### src/rtl/tlb_lookup_fill_fifo_lru_top_macros.svh
// ----------------------------------------------------------------------------
// tlb_lookup_fill_fifo_lru_top_macros: assertion macros of the TLB block
// Each macro takes a label, a clock, an active-low reset, an antecedent and
// a consequent.
// ----------------------------------------------------------------------------
`ifndef TLB_LOOKUP_FILL_FIFO_LRU_TOP_MACROS_SVH
`define TLB_LOOKUP_FILL_FIFO_LRU_TOP_MACROS_SVH

`ifndef SYNTHESIS
`define TLBFL_ASSERT_NOW(label, clk, rst_n, ante, cons) \
	label: assert property (@(posedge clk) disable iff (!rst_n) (ante) |-> (cons)) \
		else $error("TLB assertion failed");
`define TLBFL_ASSERT_NEXT(label, clk, rst_n, ante, cons) \
	label: assert property (@(posedge clk) disable iff (!rst_n) (ante) |=> (cons)) \
		else $error("TLB assertion failed");
`else
`define TLBFL_ASSERT_NOW(label, clk, rst_n, ante, cons)
`define TLBFL_ASSERT_NEXT(label, clk, rst_n, ante, cons)
`endif

`endif

### src/rtl/tlbfl_pkg.sv
// ----------------------------------------------------------------------------
// tlbfl_pkg: shared types and constants of the TLB
// Field widths, codes and the records passed between the top level and cells.
// ----------------------------------------------------------------------------
package tlbfl_pkg;

	localparam int MAX_ENTRIES_DEF = 32;
	// Index and rank fields in the records are wide enough for 256 entries.
	localparam int IW_MAX  = 8;
	localparam int PID_W   = 16;
	localparam int PAGE_W  = 20;
	localparam int FRAME_W = 20;
	localparam int SLOT_W  = 5;
	localparam int CFG_W   = 6;

	localparam logic [CFG_W-1:0] ENTRIES_IN_USE_RESET = 6'd32;

	localparam logic FUNC_LOOKUP = 1'b0;
	localparam logic FUNC_FILL   = 1'b1;

	localparam logic CFG_ENTRIES = 1'b0;
	localparam logic CFG_POLICY  = 1'b1;

	typedef struct packed {
		logic               func;
		logic [PID_W-1:0]   pid;
		logic [PAGE_W-1:0]  page;
		logic [FRAME_W-1:0] frame;
	} item_t;

	// Running scan record that walks down the row of cells.
	typedef struct packed {
		logic               tok;
		logic               match;
		logic [IW_MAX-1:0]  match_idx;
		logic [FRAME_W-1:0] match_frame;
		logic [IW_MAX-1:0]  match_irank;
		logic [IW_MAX-1:0]  match_urank;
		logic               free;
		logic [IW_MAX-1:0]  free_idx;
		logic               vic_set;
		logic [IW_MAX-1:0]  vic_idx;
		logic [IW_MAX-1:0]  vic_irank;
		logic [IW_MAX-1:0]  vic_urank;
	} scan_rec_t;

	// Update broadcast to every cell once an item has been decided.
	typedef struct packed {
		logic              en;
		logic              fill;
		logic              was_valid;
		logic [IW_MAX-1:0] old_irank;
		logic [IW_MAX-1:0] old_urank;
	} upd_t;

endpackage

### src/rtl/tlbfl_cell.sv
// ----------------------------------------------------------------------------
// tlbfl_cell: one TLB entry
// Holds key, frame and both age ranks, and folds itself into the scan record.
// ----------------------------------------------------------------------------
module tlbfl_cell #(
	parameter int MAX_ENTRIES = tlbfl_pkg::MAX_ENTRIES_DEF,
	parameter int CELL_IDX    = 0
) (
	input  logic                  clk,
	input  logic                  arst_n,
	input  logic                  active,
	input  logic                  policy_lru,
	input  tlbfl_pkg::item_t      item,
	input  tlbfl_pkg::scan_rec_t  rec_in,
	output tlbfl_pkg::scan_rec_t  rec_out,
	input  tlbfl_pkg::upd_t       upd,
	input  logic                  sel
);
	import tlbfl_pkg::*;

	localparam int RW = (MAX_ENTRIES > 1) ? $clog2(MAX_ENTRIES) : 1;
	localparam logic [RW-1:0] RANK_MAX = RW'(MAX_ENTRIES - 1);
	localparam logic [IW_MAX-1:0] MY_IDX = IW_MAX'(CELL_IDX);

	logic               valid_q;
	logic [RW-1:0]      irank_q;
	logic [RW-1:0]      urank_q;
	logic [PID_W-1:0]   pid_q;
	logic [PAGE_W-1:0]  page_q;
	logic [FRAME_W-1:0] frame_q;
	scan_rec_t          rec_q;
	scan_rec_t          rec_d;
	logic               key_hit;
	logic [IW_MAX-1:0]  my_irank;
	logic [IW_MAX-1:0]  my_urank;
	logic [IW_MAX-1:0]  my_rank;
	logic [IW_MAX-1:0]  vic_rank;
	logic               u_age;
	logic               i_age;

	assign key_hit  = valid_q && (pid_q == item.pid) && (page_q == item.page);
	assign my_irank = IW_MAX'(irank_q);
	assign my_urank = IW_MAX'(urank_q);
	assign my_rank  = policy_lru ? my_urank : my_irank;
	assign vic_rank = policy_lru ? rec_in.vic_urank : rec_in.vic_irank;

	always_comb begin
		rec_d = rec_in;
		if (rec_in.tok && active) begin
			if (key_hit && !rec_in.match) begin
				rec_d.match       = 1'b1;
				rec_d.match_idx   = MY_IDX;
				rec_d.match_frame = frame_q;
				rec_d.match_irank = my_irank;
				rec_d.match_urank = my_urank;
			end
			if (!valid_q && !rec_in.free) begin
				rec_d.free     = 1'b1;
				rec_d.free_idx = MY_IDX;
			end
			// Strictly older wins, so the lowest index keeps a tie.
			if (!rec_in.vic_set || (my_rank > vic_rank)) begin
				rec_d.vic_set   = 1'b1;
				rec_d.vic_idx   = MY_IDX;
				rec_d.vic_irank = my_irank;
				rec_d.vic_urank = my_urank;
			end
		end
	end

	assign rec_out = rec_q;

	// A valid entry ages when the touched entry was free or was older than it.
	assign u_age = (!upd.was_valid || (urank_q < RW'(upd.old_urank))) && (urank_q != RANK_MAX);
	assign i_age = (!upd.was_valid || (irank_q < RW'(upd.old_irank))) && (irank_q != RANK_MAX);

	always_ff @(posedge clk or negedge arst_n) begin
		if (!arst_n) begin
			rec_q <= '0;
		end else begin
			rec_q <= rec_d;
		end
	end

	always_ff @(posedge clk or negedge arst_n) begin
		if (!arst_n) begin
			valid_q <= 1'b0;
			irank_q <= '0;
			urank_q <= '0;
		end else if (upd.en) begin
			if (sel) begin
				urank_q <= '0;
				if (upd.fill) begin
					irank_q <= '0;
					valid_q <= 1'b1;
				end
			end else if (valid_q) begin
				if (u_age) begin
					urank_q <= urank_q + 1'b1;
				end
				if (upd.fill && i_age) begin
					irank_q <= irank_q + 1'b1;
				end
			end
		end
	end

	always_ff @(posedge clk) begin
		if (upd.en && upd.fill && sel) begin
			pid_q   <= item.pid;
			page_q  <= item.page;
			frame_q <= item.frame;
		end
	end

endmodule

### config.mk
export PLATFORM = sky130hd
export DESIGN_NAME = tlbfl_cell
export DESIGN_NICKNAME = d
export VERILOG_FILES = /design/src/rtl/tlb_lookup_fill_fifo_lru_top_macros.svh /design/src/rtl/tlbfl_pkg.sv /design/src/rtl/tlbfl_cell.sv
export SDC_FILE = /design/constraint.sdc
export NUM_CORES = 1
export LEC_CHECK = 0
export ABC_AREA = 1
export BUFFER_PORTS_ARGS = -buffer_cell sky130_fd_sc_hd__buf_4
export CAP_MARGIN = 40
export CORE_MARGIN = 2
export CORE_UTILIZATION = 51
export CTS_BUF_LIST = sky130_fd_sc_hd__clkbuf_4
export CTS_CLUSTER_SIZE = 24
export DETAILED_ROUTE_END_ITERATION = 7
export HOLD_SLACK_MARGIN = 0.06
export PLACE_DENSITY = 0.83
export SYNTH_ARGS = -nofsm -noshare
export SYNTH_HDL_FRONTEND = slang
export SYNTH_SLANG_ARGS = --single-unit
### constraint.sdc
create_clock -name clk -period 2.7 [get_ports clk]
set_clock_uncertainty 0.2 [all_clocks]
set_input_delay 0.27 -clock clk [delete_from_list [all_inputs] [get_ports clk]]
set_output_delay 0.27 -clock clk [all_outputs]
set_load 0.01 [all_outputs]
Yosys cells after proc, flatten, opt, wreduce, memory -nomap -nowiden
Cells that the tools add are included.
{"block": "totals", "register_bits": 147, "latchBits": 0, "mem_bits_rw": 0, "romBits": 0, "in_bits": 161, "output_inout_bits": 80, "wordCells": 65, "memories": 0}
{"block": "op_classes", "n_addsub": 2, "n_mul": 0, "div": 0, "n_lt_le_gt_ge": 3, "eq_ne": 5, "shift": 0, "mux": 13, "bitwise_logic": 0, "reduce_logical": 24}
{"operator": "$mux 79", "count": 1}
{"operator": "$mux 45", "count": 1}
{"operator": "$mux 5", "count": 8}
{"operator": "$mux 25", "count": 1}
{"operator": "$eq 20x20->1", "count": 1}
{"operator": "$eq 16x16->1", "count": 1}
{"operator": "$add 5x1->5 const B", "count": 2}
{"operator": "$logic_and 1x1->1", "count": 10}
{"operator": "$lt 5x5->1", "count": 2}
{"operator": "$ne 5x5->1 const B", "count": 2}
{"operator": "$mux 9", "count": 1}
{"operator": "$gt 5x8->1", "count": 1}
{"operator": "$mux 8", "count": 1}
{"operator": "$reduce_and 3->1", "count": 2}
{"operator": "$reduce_bool 2->1", "count": 3}
{"operator": "$logic_not 1->1", "count": 5}
{"operator": "$reduce_and 4->1", "count": 1}
{"operator": "$logic_or 1x1->1", "count": 3}
{"operator": "$ne 2x2->1 const B", "count": 1}

Depth between registers and ports, before layout
Gate-level depths: netlist (run 1).
{"block": "depth", "word_depth": 7, "ltp_mapped": 16}

Worst setup path before layout (run 1)
Ideal clock, no wire load.
{"block": "synth_path", "kind": "input to register", "from": "input sel", "to": "register irank_q[2]", "setup_time_ns": 0.132, "arrival_time_ns": 5.247, "path_slack_ns": -2.879, "cell_stages": 5, "n_path_buf": 0, "path_cell_list": "inv_2 nor3_1 inv_1 nand2_1 o21ai_0"}
{"block": "synth_between", "elab_chain_len": 2}
{"item": "from (decl)", "line_no": "tlbfl_cell.sv:17", "rtl": "input logic sel"}
{"item": "$ne 2x2->1 (no source line) or $reduce_bool 2->1 (tied branches)"}
{"item": "$reduce_and 4->1 (no source line)"}
{"item": "to (signal assigned)", "line_no": "tlbfl_cell.sv:102", "rtl": "irank_q <= irank_q + 1'b1;"}
{"item": "to (decl)", "line_no": "tlbfl_cell.sv:26", "rtl": "logic [RW-1:0] irank_q;"}
Parallel ways exist; a longest one is shown, timed or not.
A chain may end at the register's enable or synchronous reset.

==> summary.md, run 1 <==
| Metric | Value |
|---|---|
| Outcome | finished with violations |
| Failing checks | negative setup slack |
| First-pass GRT wire length | between 30000 and 40000 um |
| Remaining Overflow, GRT | 0 |
| TritonCTS Buffers | 17 |
| Synth Area per Inst | between 9 and 10 um2 |
| Worst-path clk slew | ~0.19 ns |
| Die height | around 120 um |
| Sequential-to-total area share from yosys stat | between 60% and 70% |
| Finished Cell Area | approximately 11000 um2 |
| Synthesized instance count | 654 |
| Vias in the first global route | around 7400 |
| Critical path endpoint category | flip-flop |
| VDD IR max | ~0.45 mV |
| Syn nets | between 800 and 900 |
| Setup ws final | -0.1802 ns |
| Synthesized area | 6301 um2 |
| Final nets | 1270 |
| H-tree levels | 4 |
| I/O Pins | about 240 |
| Number of max-cap violations | 0 |
| Die Width | around 120 um |
| Core area | between 10000 and 15000 um2 |
| Total power | roughly 5300 uW |
| Total Wirelength | approximately 30000 um |
| Initial DRC Count | a little over 1000 |
| Area Overhead vs Synth | 68.43% |
| GRT Overall Usage | between 40% and 50% |
| Critical Path Source Type | flip-flop |
| Layout cells sized above 1 | ~29% |
| Fmax | between 300 and 400 MHz |
| Port bufs | approximately 230 |
| Pwr Density | between 400 and 500 nW/um2 |
| Met3 wire len | just under 4000 um |
| DR vias/cell | slightly below 6 |
| Crit-path most repeated cell | nand2_1 |
| Leakage | ~0.0053 uW |
| Placer Congestion | 0.8463 |
| Required @ worst endpoint | 2.99 ns |
| Max-slew violations | 0 |
| Met2 wire length | roughly 14000 um |
| HPWL Detailed | about 12000 um |
| Clock period minus final worst setup slack | just under 3 ns |
| Vias post-DR | 7373 |
| CTS tree | yes |
| Die ar. | between 10000 and 15000 um2 |
| Fin. Hold Viols | 0 |
| FF+latch count, synth | 147 |
| Worst-Skew Late Latency | ~0.59 ns |
| CP max-delay cell | dlygate4sd3_1 |
| Row count | 40 |
| Starting Density | 52.46% |
| Root Buffer | clkbuf_4 |
| Critical path peak fanout | 3 |
| Least-Margin Pin Slew | ~0.94 ns |
| Number of setup violations in the final report | 1 |
| Post-synth cell types | 29 |
| Worst rel slew slack | a little under two fifths |
| Worst hold path class | in2async |
| Hold Slack | slightly below 0.06 ns |
| Initial antenna violation count | 5 |
| Routed length on met1 | 9304 um |
| Clk sinks | around 150 |
| Largest net degree at the start of global routing | 92 |
| WP data arrival | 3.17 ns |
| Syn. warnings | 0 |
| Non-filler instance count after layout | ~1300 |
| Clk buf depth | 2 |
| Drc violations | 0 |
| Period utilization | 106.7% |
| Router iterations before antenna repair | 6 |
| Crit path cell chain | inv_2, nand2_1, o21ai_4, ha_2, nand3_2, nor2_1, a21oi_1, nand2_1, nand2_2, nand2_2, nand2_1, nand2_1, dlygate4sd3_1 |
| DP Area | just over 8000 um2 |
| Placed insts | 1024 |
| Detail Route Antenna Nets | 0 |
| Max Used Layer | met5 |
| CP Class | reg2reg |
| Setup WS pre-CTS | about 0.54 ns |
| Crit path largest cell delay | roughly 0.56 ns |
| Avg WL per Cell | 23.92 um |
-- power by group --
group          switching, uW  internal (uW)  total (uW)
Sequential              88.9           2450        2540
Clock                    930            755        1680
Combinational            525            549        1070
-- layer usage --
layer / up-vias / GRT usage, %
li1: 2955 / -
met1: 3392 / 41.13
met2: 760 / 69.57
met3: 264 / 12.02
met4: 2 / 28.67
met5: - / 0
-- cells in the mapped netlist --
| cell type | instances | share of area (%) |
|---|---|---|
| buf_1 | 1 | 0.060 |
| or2_2 | 2 | 0.20 |
| nor3b_1 | 1 | 0.12 |
| nor3_1 | 3 | 0.24 |
| nor2_1 | 62 | 3.7 |
| or2_1 | 2 | 0.20 |
| xor2_1 | 4 | 0.56 |
| clkbuf_1 | 6 | 0.36 |
| o21ai_0 | 16 | 1.3 |
| edfxtp_1 | 56 | 27 |
| nand3_1 | 25 | 2.0 |
| o21ai_1 | 2 | 0.16 |
| inv_2 | 7 | 0.42 |
| a21oi_1 | 6 | 0.48 |
| buf_4 | 1 | 0.12 |
| mux2i_1 | 4 | 0.64 |
| buf_2 | 11 | 0.87 |
| o21bai_1 | 1 | 0.12 |
| nand4_1 | 34 | 3.4 |
| o22ai_1 | 3 | 0.30 |
| nand2_1 | 192 | 11 |
| nor4_1 | 1 | 0.099 |
| nand3_2 | 1 | 0.16 |
| inv_1 | 95 | 5.7 |
| a21o_1 | 1 | 0.12 |
| nor2_2 | 2 | 0.20 |
| xnor2_1 | 7 | 0.97 |
| ha_1 | 17 | 3.4 |
| dfrtp_1 | 91 | 36 |
-- kinds of logic (layout without fill, tap and decap cells) --
logic type                 after synthesis  after routing  share of synthesized area (%)
muxes                                    4              4                         0.6355
and+or+nand+nor                        325            325                          21.70
adders and majority gates               17             17                          3.376
other                                    0              6                              0
DFF                                    147            147                          62.83
buffers and inverters                  121            572                          7.486
xor gates and xnor gates                11             11                          1.529
AOI/OAI and AO/OA                       29             29                          2.443
-- what timing repair did --
item	4_1_cts	5_1_grt
hold buffers	177	0
buffers inserted	0	19
endpoints found under the setup margin	0	46
hold endpoints to repair	237	0
resized for setup	0	36
-- registers in the layout, summed over array words and instances, names as in the netlist --
signal and count:
frame_q 20, irank_q 5, page_q 20, pid_q 16, rec_out 80, urank_q 5, valid_q 1
-- placed cells by master (no fill, tap or decap), drive strengths merged --
cell type | Yosys | layout
buf | 13 | 261
nand2 | 192 | 192
dlygate4sd3 | 0 | 177
inv | 102 | 103
dfrtp | 91 | 91
nor2 | 64 | 64
edfxtp | 56 | 56
nand4 | 34 | 34
nand3 | 26 | 26
clkbuf | 6 | 19
o21ai | 18 | 18
ha | 17 | 17
xnor2 | 7 | 7
clkinv | 0 | 7
diode | 0 | 6
a21oi | 6 | 6
mux2i | 4 | 4
xor2 | 4 | 4
bufinv | 0 | 4
or2 | 4 | 4
o22ai | 3 | 3
nor3 | 3 | 3
o21bai | 1 | 1
a21o | 1 | 1
nor4 | 1 | 1
nor3b | 1 | 1
clkinvlp | 0 | 1
-- worst max-delay path, delay by kind of cell (launching register included) --
kind / cells / cell delay [ns]
and+or+nand+nor: 8 / 0.78
buffers and inverters: 2 / 0.66
DFF: 1 / 0.45
AOI/OAI and AO/OA: 2 / 0.35
adders and majority gates: 1 / 0.35
-- path summary, 6_finish.rpt --
kind	from	to	slack, ns	cells after the start
min	arst_n	rec_out[17]$_DFF_PN0_	0.06	3
min reg2reg	frame_q[7]$_DFFE_PP_	rec_out[57]$_DFF_PN0_	0.39	2
max	urank_q[0]$_DFFE_PN0P_	rec_out[12]$_DFF_PN0_	-0.18	13
max reg2reg	urank_q[0]$_DFFE_PN0P_	rec_out[12]$_DFF_PN0_	-0.18	13
max in group asynchronous	arst_n	urank_q[1]$_DFFE_PN0P_	1.78	3
min in group clk	rec_in[79]	rec_out[79]$_DFF_PN0_	0.18	2
-- cell type report --
cell class              count  area (um2)
flip-flops and latches    147        3970
repair buffers            438        3792
multi-input cells         386        1939
fillers                   484        1399
inverters                 102       387.9
well taps                 147       183.9
clock inverters            13       181.4
clock buffers              19       142.6
diodes                      6       15.01
-- per-stage QoR --
| step | setup TNS, ns | utilization, % |
|---|---|---|
| after detailed placement | 0 | 68.68 |
| after floorplan | 0 | - |
| after global placement | 0 | 68.68 |
| after global routing | -0.3342 | 88.29 |
| final | -0.1802 | 88.35 |
| after CTS | 0 | 86.13 |
Note: power is estimated with default switching activity, not from simulation.
==> run 2, diff against run 1 <==
--- a/config.mk
+++ b/config.mk
@@ -8,13 +8,15 @@
 export ABC_AREA = 1
 export BUFFER_PORTS_ARGS = -buffer_cell sky130_fd_sc_hd__buf_4
 export CAP_MARGIN = 40
+export CELL_PAD_IN_SITES_DETAIL_PLACEMENT = 1
+export CELL_PAD_IN_SITES_GLOBAL_PLACEMENT = 1
 export CORE_MARGIN = 2
-export CORE_UTILIZATION = 51
+export CORE_UTILIZATION = 37
 export CTS_BUF_LIST = sky130_fd_sc_hd__clkbuf_4
 export CTS_CLUSTER_SIZE = 24
 export DETAILED_ROUTE_END_ITERATION = 7
 export HOLD_SLACK_MARGIN = 0.06
-export PLACE_DENSITY = 0.83
+export PLACE_DENSITY_LB_ADDON = 0.1
 export SYNTH_ARGS = -nofsm -noshare
 export SYNTH_HDL_FRONTEND = slang
 export SYNTH_SLANG_ARGS = --single-unit
==> run 2 against run 1 <==
Compared with the run above: global-route usage is 12 points lower; first-iteration DRC count is 70% lower; sequential share of layout area is 1.2 points higher; die area is 36% higher; largest cell class unchanged; combinational power is 17% lower; utilization is 27 points lower; wire length is 19% lower; register-to-register slack better by 0.30 ns; sequential cell count stayed put; non-clock buffer count is 37 lower; via count is 16% lower; the run now ends clean; worst hold slack better by 0.028 ns.
==> summary.md, run 2 (synthesized netlist as in run 1, its figures left out) <==
| Metric | Value |
|---|---|
| Remaining Overflow, GRT | 0 |
| Max FFs per register | 80 |
| Fin. Hold Viols | 0 |
| Pwr Density | slightly below 500 nW/um2 |
| P_int | about 3500 uW |
| WP data arrival | 2.86 ns |
| Router iterations before antenna repair | 7 |
| Hold Slack | a little under 0.09 ns |
| Finished Cell Area | 10260 um2 |
| CP Class | reg2reg |
| Max-slew violations | 0 |
| Starting Density | 37.86% |
| Die Width | around 130 um |
| Die height | between 100 and 150 um |
| Hold path endpoint | rec_out[25]$_DFF_PN0_ |
| Comb pwr share | roughly 18% |
| HPWL Detailed | between 10000 and 15000 um |
| Critical path peak fanout | 13 |
| TritonCTS Buffers | 17 |
| Period utilization | roughly 95% |
| Largest net degree at the start of global routing | between 90 and 100 |
| Met1 Track Usage GR | 28.82% |
| Switch share | between 20% and 30% |
| DR vias/cell | ~4.8 |
| Placer Congestion | 0.8153 |
| Worst rel slew slack | approximately two thirds |
| R2R Setup Slk | approximately 0.12 ns |
| Worst R2R Start | page_q[9]$_DFFE_PP_ |
| Total power | 4948 uW |
| VDD IR max | around 0.33 mV |
| Clock power share | a little under a third |
| Met3 Usage GRT | between 6 and 7% |
| Clk sinks | 147 |
| Layout fillers | about 1900 |
| Worst reg2reg path depth | 11 |
| CTS tree | yes |
| GRT Overall Usage | between 20% and 30% |
| RSZ-0062 raised after global routing | no |
| Min-delay src | active |
| Drc violations | 0 |
| Clock period minus final worst setup slack | ~2.6 ns |
| Seq pwr share | about half |
| Detail Route Antenna Nets | 0 |
| Total Wirelength | roughly 25000 um |
| Clk buf depth | 2 |
| Setup_tns | 0 ns |
| Vias in the first global route | approximately 7100 |
| Initial antenna violation count | 6 |
| Die ar. | 18090 um2 |
| Critical R2R Capture | rec_out[61]$_DFF_PN0_ |
| Fmax | just under 400 MHz |
| Avg WL per Cell | about 19 um |
| DP Area | approximately 8300 um2 |
| Commonest non-fill, non-tap cells in the layout | buf_4 (241), nand2_1 (191), dlygate4sd3_1 (158) |
| Layout cells sized above 1 | a little over a quarter |
| Initial DRC Count | between 200 and 300 |
| Sw Pwr | 1434 uW |
| Critical Path Source Type | flip-flop |
| Row count | 47 |
| Most used routing layer | met2 |
| Root Buffer | clkbuf_4 |
| Number of max-cap violations | 0 |
| I/O Pins | 241 |
| Core area | roughly 17000 um2 |
| Least-Margin Pin Slew | around 0.5 ns |
| Critical path endpoint category | flip-flop |
| Number of setup violations in the final report | 0 |
| First-pass GRT wire length | 37830 um |
| Port bufs | roughly 230 |
| Met2 Use GR | between 50% and 60% |
| Commonest non-fill, non-tap cell in the layout | buf_4 |
| Worst hold path class | in2reg |
| Final nets | 1233 |
| Worst-Skew Late Latency | 0.58 ns |
| Worst-path clk slew | 0.16 ns |
| Worst hold stages | 5 |
| Outcome | completed |
| Area Overhead vs Synth | 62.89% |
| H-tree levels | 4 |
| Required @ worst endpoint | approximately 3.0 ns |
| Vias post-DR | ~6000 |
| Leakage | 0.005134 uW |
[run 2: cell count changes in the layout (fill, tap and decap cells not counted), moves of 4 or more]
cell | previous run | this run
dlygate4sd3_1 | 177 | 158
buf_4 | 255 | 241
dfrtp_1 | 82 | 91
dfrtp_2 | 9 | 0
inv_8 | 0 | 4
[run 2: what timing repair did]
| action | in CTS | in global routing |
|---|---|---|
| hold endpoints to repair | 237 | 0 |
| resized for setup | 0 | 4 |
| endpoints found under the setup margin | 0 | 27 |
| setup buffers | 0 | 0 |
| hold buffers | 158 | 0 |
[run 2: area by class of cell]
| class | instances | area (um2) | area share [%] |
|---|---|---|---|
| flip-flops and latches | 147 | 3959 | 38.57 |
| repair buffers | 401 | 3431 | 33.43 |
| multi-input cells | 386 | 1898 | 18.49 |
| inverters | 102 | 385.4 | 3.755 |
| well taps | 220 | 275.3 | 2.682 |
| clock inverters | 15 | 172.7 | 1.682 |
| clock buffers | 17 | 127.6 | 1.243 |
| diodes | 6 | 15.01 | 0.1463 |
[run 2: power by group through the flow]
stage / Combinational [uW] / Sequential [uW] / Clock [uW]
3_5_place_dp: 666 / 2560 / 0
4_1_cts: 856 / 2520 / 1530
6_report: 889 / 2530 / 1530
2_1_floorplan: 225 / 2580 / 0
5_1_grt: 970 / 2540 / 1660
3_3_place_gp: 644 / 2560 / 0
[run 2: worst max-delay path by stage]
stage                                 startpoint                endpoint  slack, ns  cells past startpoint
final                        page_q[9]$_DFFE_PP_   rec_out[61]$_DFF_PN0_       0.12                     11
after floorplan                              sel  irank_q[2]$_DFFE_PN0P_    0.00006                      5
after detailed placement  urank_q[0]$_DFFE_PN0P_   rec_out[20]$_DFF_PN0_       0.24                     14
after CTS                             rec_in[79]   rec_out[66]$_DFF_PN0_       0.17                     14
after global routing         page_q[9]$_DFFE_PP_   rec_out[61]$_DFF_PN0_       0.02                     11
after global placement    irank_q[3]$_DFFE_PN0P_   rec_out[21]$_DFF_PN0_       0.33                     12
[run 2: worst max-delay path, stage by stage (launching register included)]
cell and delay (ns):
edfxtp_1 0.43, nand2_1 0.10, o21ai_0 0.15, nor2_1 0.12
nand2_1 0.05, nor2_1 0.09, nand2_1 0.08, nor2_2 0.22
nand3_4 0.23, nand2_1 0.13, dlygate4sd3_1 0.59, nand2_1 0.09
[run 2: metal layers]
metal / vias up / part of all wire [%]
li1: 2887 / -
met1: 3033 / 37
met2: 205 / 54
met3: 60 / 4.5
met4: 0 / 3.9
met5: - / 0
[run 2: metrics by stage]
step	instances	setup WS, ns	util (%)
2_1_floorplan	654	0.00006373	-
3_3_place_gp	1098	0.3299	50.16
3_5_place_dp	1098	0.2359	50.16
4_1_cts	1288	0.1695	61.47
5_1_grt	1294	0.02167	61.67
6_report	1294	0.1247	61.67
==> run 3, diff against run 2 <==
--- a/config.mk
+++ b/config.mk
@@ -10,12 +10,12 @@
 export CAP_MARGIN = 40
 export CELL_PAD_IN_SITES_DETAIL_PLACEMENT = 1
 export CELL_PAD_IN_SITES_GLOBAL_PLACEMENT = 1
-export CORE_MARGIN = 2
 export CORE_UTILIZATION = 37
 export CTS_BUF_LIST = sky130_fd_sc_hd__clkbuf_4
 export CTS_CLUSTER_SIZE = 24
 export DETAILED_ROUTE_END_ITERATION = 7
 export HOLD_SLACK_MARGIN = 0.06
+export MAX_ROUTING_LAYER = met4
 export PLACE_DENSITY_LB_ADDON = 0.1
 export SYNTH_ARGS = -nofsm -noshare
 export SYNTH_HDL_FRONTEND = slang
==> run 3 against run 2 <==
Compared with the run above: combinational power grew 3.0%; worst setup slack lost 0.0075 ns; die area shrank 3.0%; maximum frequency shrank 0.29%; design area grew 0.82%; worst hold slack gained 0.063 ns; power shrank 1.8%; via count shrank 0.23%; first-iteration DRC count shrank 14%; critical path type is now in2reg.
==> summary.md, run 3 (synthesized netlist as in run 1, its figures left out) <==
| Metric | Value |
|---|---|
| GRT Overall Usage | 29.36% |
| Max FFs per register | 80 |
| Worst-Skew Late Latency | about 0.58 ns |
| Core area | roughly 17000 um2 |
| Starting Density | approximately 38% |
| Layout cells sized above 1 | roughly 27% |
| Required @ worst endpoint | ~3.0 ns |
| Largest net degree at the start of global routing | 58 |
| Vias in the first global route | 6994 |
| Clock power share | approximately 29% |
| VDD IR max | about 0.28 mV |
| Area Overhead vs Synth | 64.22% |
| Fmax | 387.2 MHz |
| Root Buffer | clkbuf_4 |
| Least-Margin Pin Slew | 0.3866 ns |
| Worst-path clk slew | 0.15 ns |
| Die height | around 130 um |
| Period utilization | a little over nine tenths |
| Total Wirelength | around 24000 um |
| RSZ-0062 raised after global routing | yes |
| WP data arrival | approximately 2.9 ns |
| Die Width | roughly 130 um |
| Drc violations | 0 |
| Vias post-DR | 6171 |
| Router iterations before antenna repair | 4 |
| TritonCTS Buffers | 17 |
| Commonest non-fill, non-tap cell in the layout | buf_4 |
| Setup ws final | 0.1172 ns |
| Final nets | about 1200 |
| Detail Route Antenna Nets | 0 |
| Critical path endpoint category | flip-flop |
| Die ar. | about 18000 um2 |
| First-pass GRT wire length | around 38000 um |
| Pwr Density | 469.5 nW/um2 |
| Initial DRC Count | ~260 |
| Port bufs | 233 |
| Outcome | completed |
| Worst hold path class | in2reg |
| Avg WL per Cell | approximately 19 um |
| Leakage | 0.005150 uW |
| CTS tree | yes |
| Sw Pwr | roughly 1400 uW |
| Setup WS pre-CTS | about 0.22 ns |
| Commonest non-fill, non-tap cells in the layout | buf_4 (245), nand2_1 (191), dlygate4sd3_1 (163) |
| Clock period minus final worst setup slack | around 2.6 ns |
| Max-slew violations | 0 |
| Clk sinks | 147 |
| Worst rel slew slack | between 70% and 80% |
| Fin. Hold Viols | 0 |
| CP Class | in2reg |
| DP Area | roughly 8400 um2 |
| DR vias/cell | 4.743 |
| Comb pwr share | 18.9% |
| P_int | roughly 3400 uW |
| Number of max-cap violations | 0 |
| Number of setup violations in the final report | 0 |
| I/O Pins | 241 |
| Placer Congestion | roughly 0.87 |
| Row count | between 40 and 50 |
| Critical Path Source Type | primary input |
| Seq pwr share | 51.9% |
| Finished Cell Area | between 10000 and 15000 um2 |
| Clk buf depth | 2 |
| H-tree levels | 4 |
| Critical path peak fanout | 13 |
| Remaining Overflow, GRT | 0 |
| Switch share | 29.44% |
| HPWL Detailed | 13590 um |
| Initial antenna violation count | 2 |
run 3: timing repair:
action / in CTS / in global routing
hold buffers: 164 / 0
gates resized for setup: 0 / 7
hold endpoints to repair: 237 / 0
buffers inserted: 0 / 2
setup endpoints to repair: 0 / 25
run 3: through the flow:
| stage | power [uW] | hold slack (ns) | cells | util [%] | setup TNS, ns |
|---|---|---|---|---|---|
| 2_1_floorplan | 2807 | -0.2256 | 654 | - | 0 |
| 3_3_place_gp | 3206 | 0.06141 | 1100 | 50.43 | 0 |
| 3_5_place_dp | 3236 | 0.06973 | 1100 | 50.43 | 0 |
| 4_1_cts | 4833 | 0.1134 | 1296 | 62.04 | 0 |
| 5_1_grt | 5059 | 0.1291 | 1301 | 62.40 | -0.01740 |
| 6_report | 4858 | 0.1499 | 1301 | 62.40 | 0 |
run 3: power by group through the flow:
stage	Combinational (uW)	Clock, uW	Sequential (uW)
after floorplan	225	0	2580
after global placement	654	0	2550
after detailed placement	677	0	2560
after CTS	877	1440	2510
after global routing	994	1530	2540
final	916	1420	2520
run 3: final timing paths:
path	from	end	slack (ns)	cells after the start
worst max register to register	page_q[18]$_DFFE_PP_	rec_out[53]$_DFF_PN0_	0.19	9
worst min-delay path	upd[17]	frame_q[0]$_DFFE_PP_	0.15	4
min in group asynchronous	arst_n	rec_out[2]$_DFF_PN0_	0.55	4
worst max-delay path	active	rec_out[53]$_DFF_PN0_	0.12	14
max in group asynchronous	arst_n	rec_out[42]$_DFF_PN0_	1.44	4
worst min register to register	frame_q[17]$_DFFE_PP_	rec_out[67]$_DFF_PN0_	0.32	2
run 3: cell type report:
cell class	count	area, um2
diodes	2	5.005
clock buffers	17	127.6
clock inverters	15	146.4
fillers	1873	6236
inverters	102	387.9
multi-input cells	387	1914
flip-flops and latches	147	3960
well taps	220	275.3
repair buffers	411	3531
run 3: critical path, stage by stage:
cell and delay, ns:
dlygate4sd3_1 0.55, buf_4 0.12, nand2_1 0.14, inv_4 0.19
nand2_1 0.08, nor2_1 0.11, nand2_1 0.07, nor2_1 0.11
nand2_1 0.10, nor2_4 0.20, nand3_4 0.17, nand2_1 0.11
dlygate4sd3_1 0.57, nand2_1 0.07
run 3: metal layers:
metal / vias up / share of wire (%) / GRT usage [%]
met5: - / 0 / -
met4: 0 / 2.1 / 10.15
met3: 37 / 4.6 / 5.019
met2: 212 / 55 / 54.94
met1: 3016 / 38 / 30.89
li1: 2906 / - / -
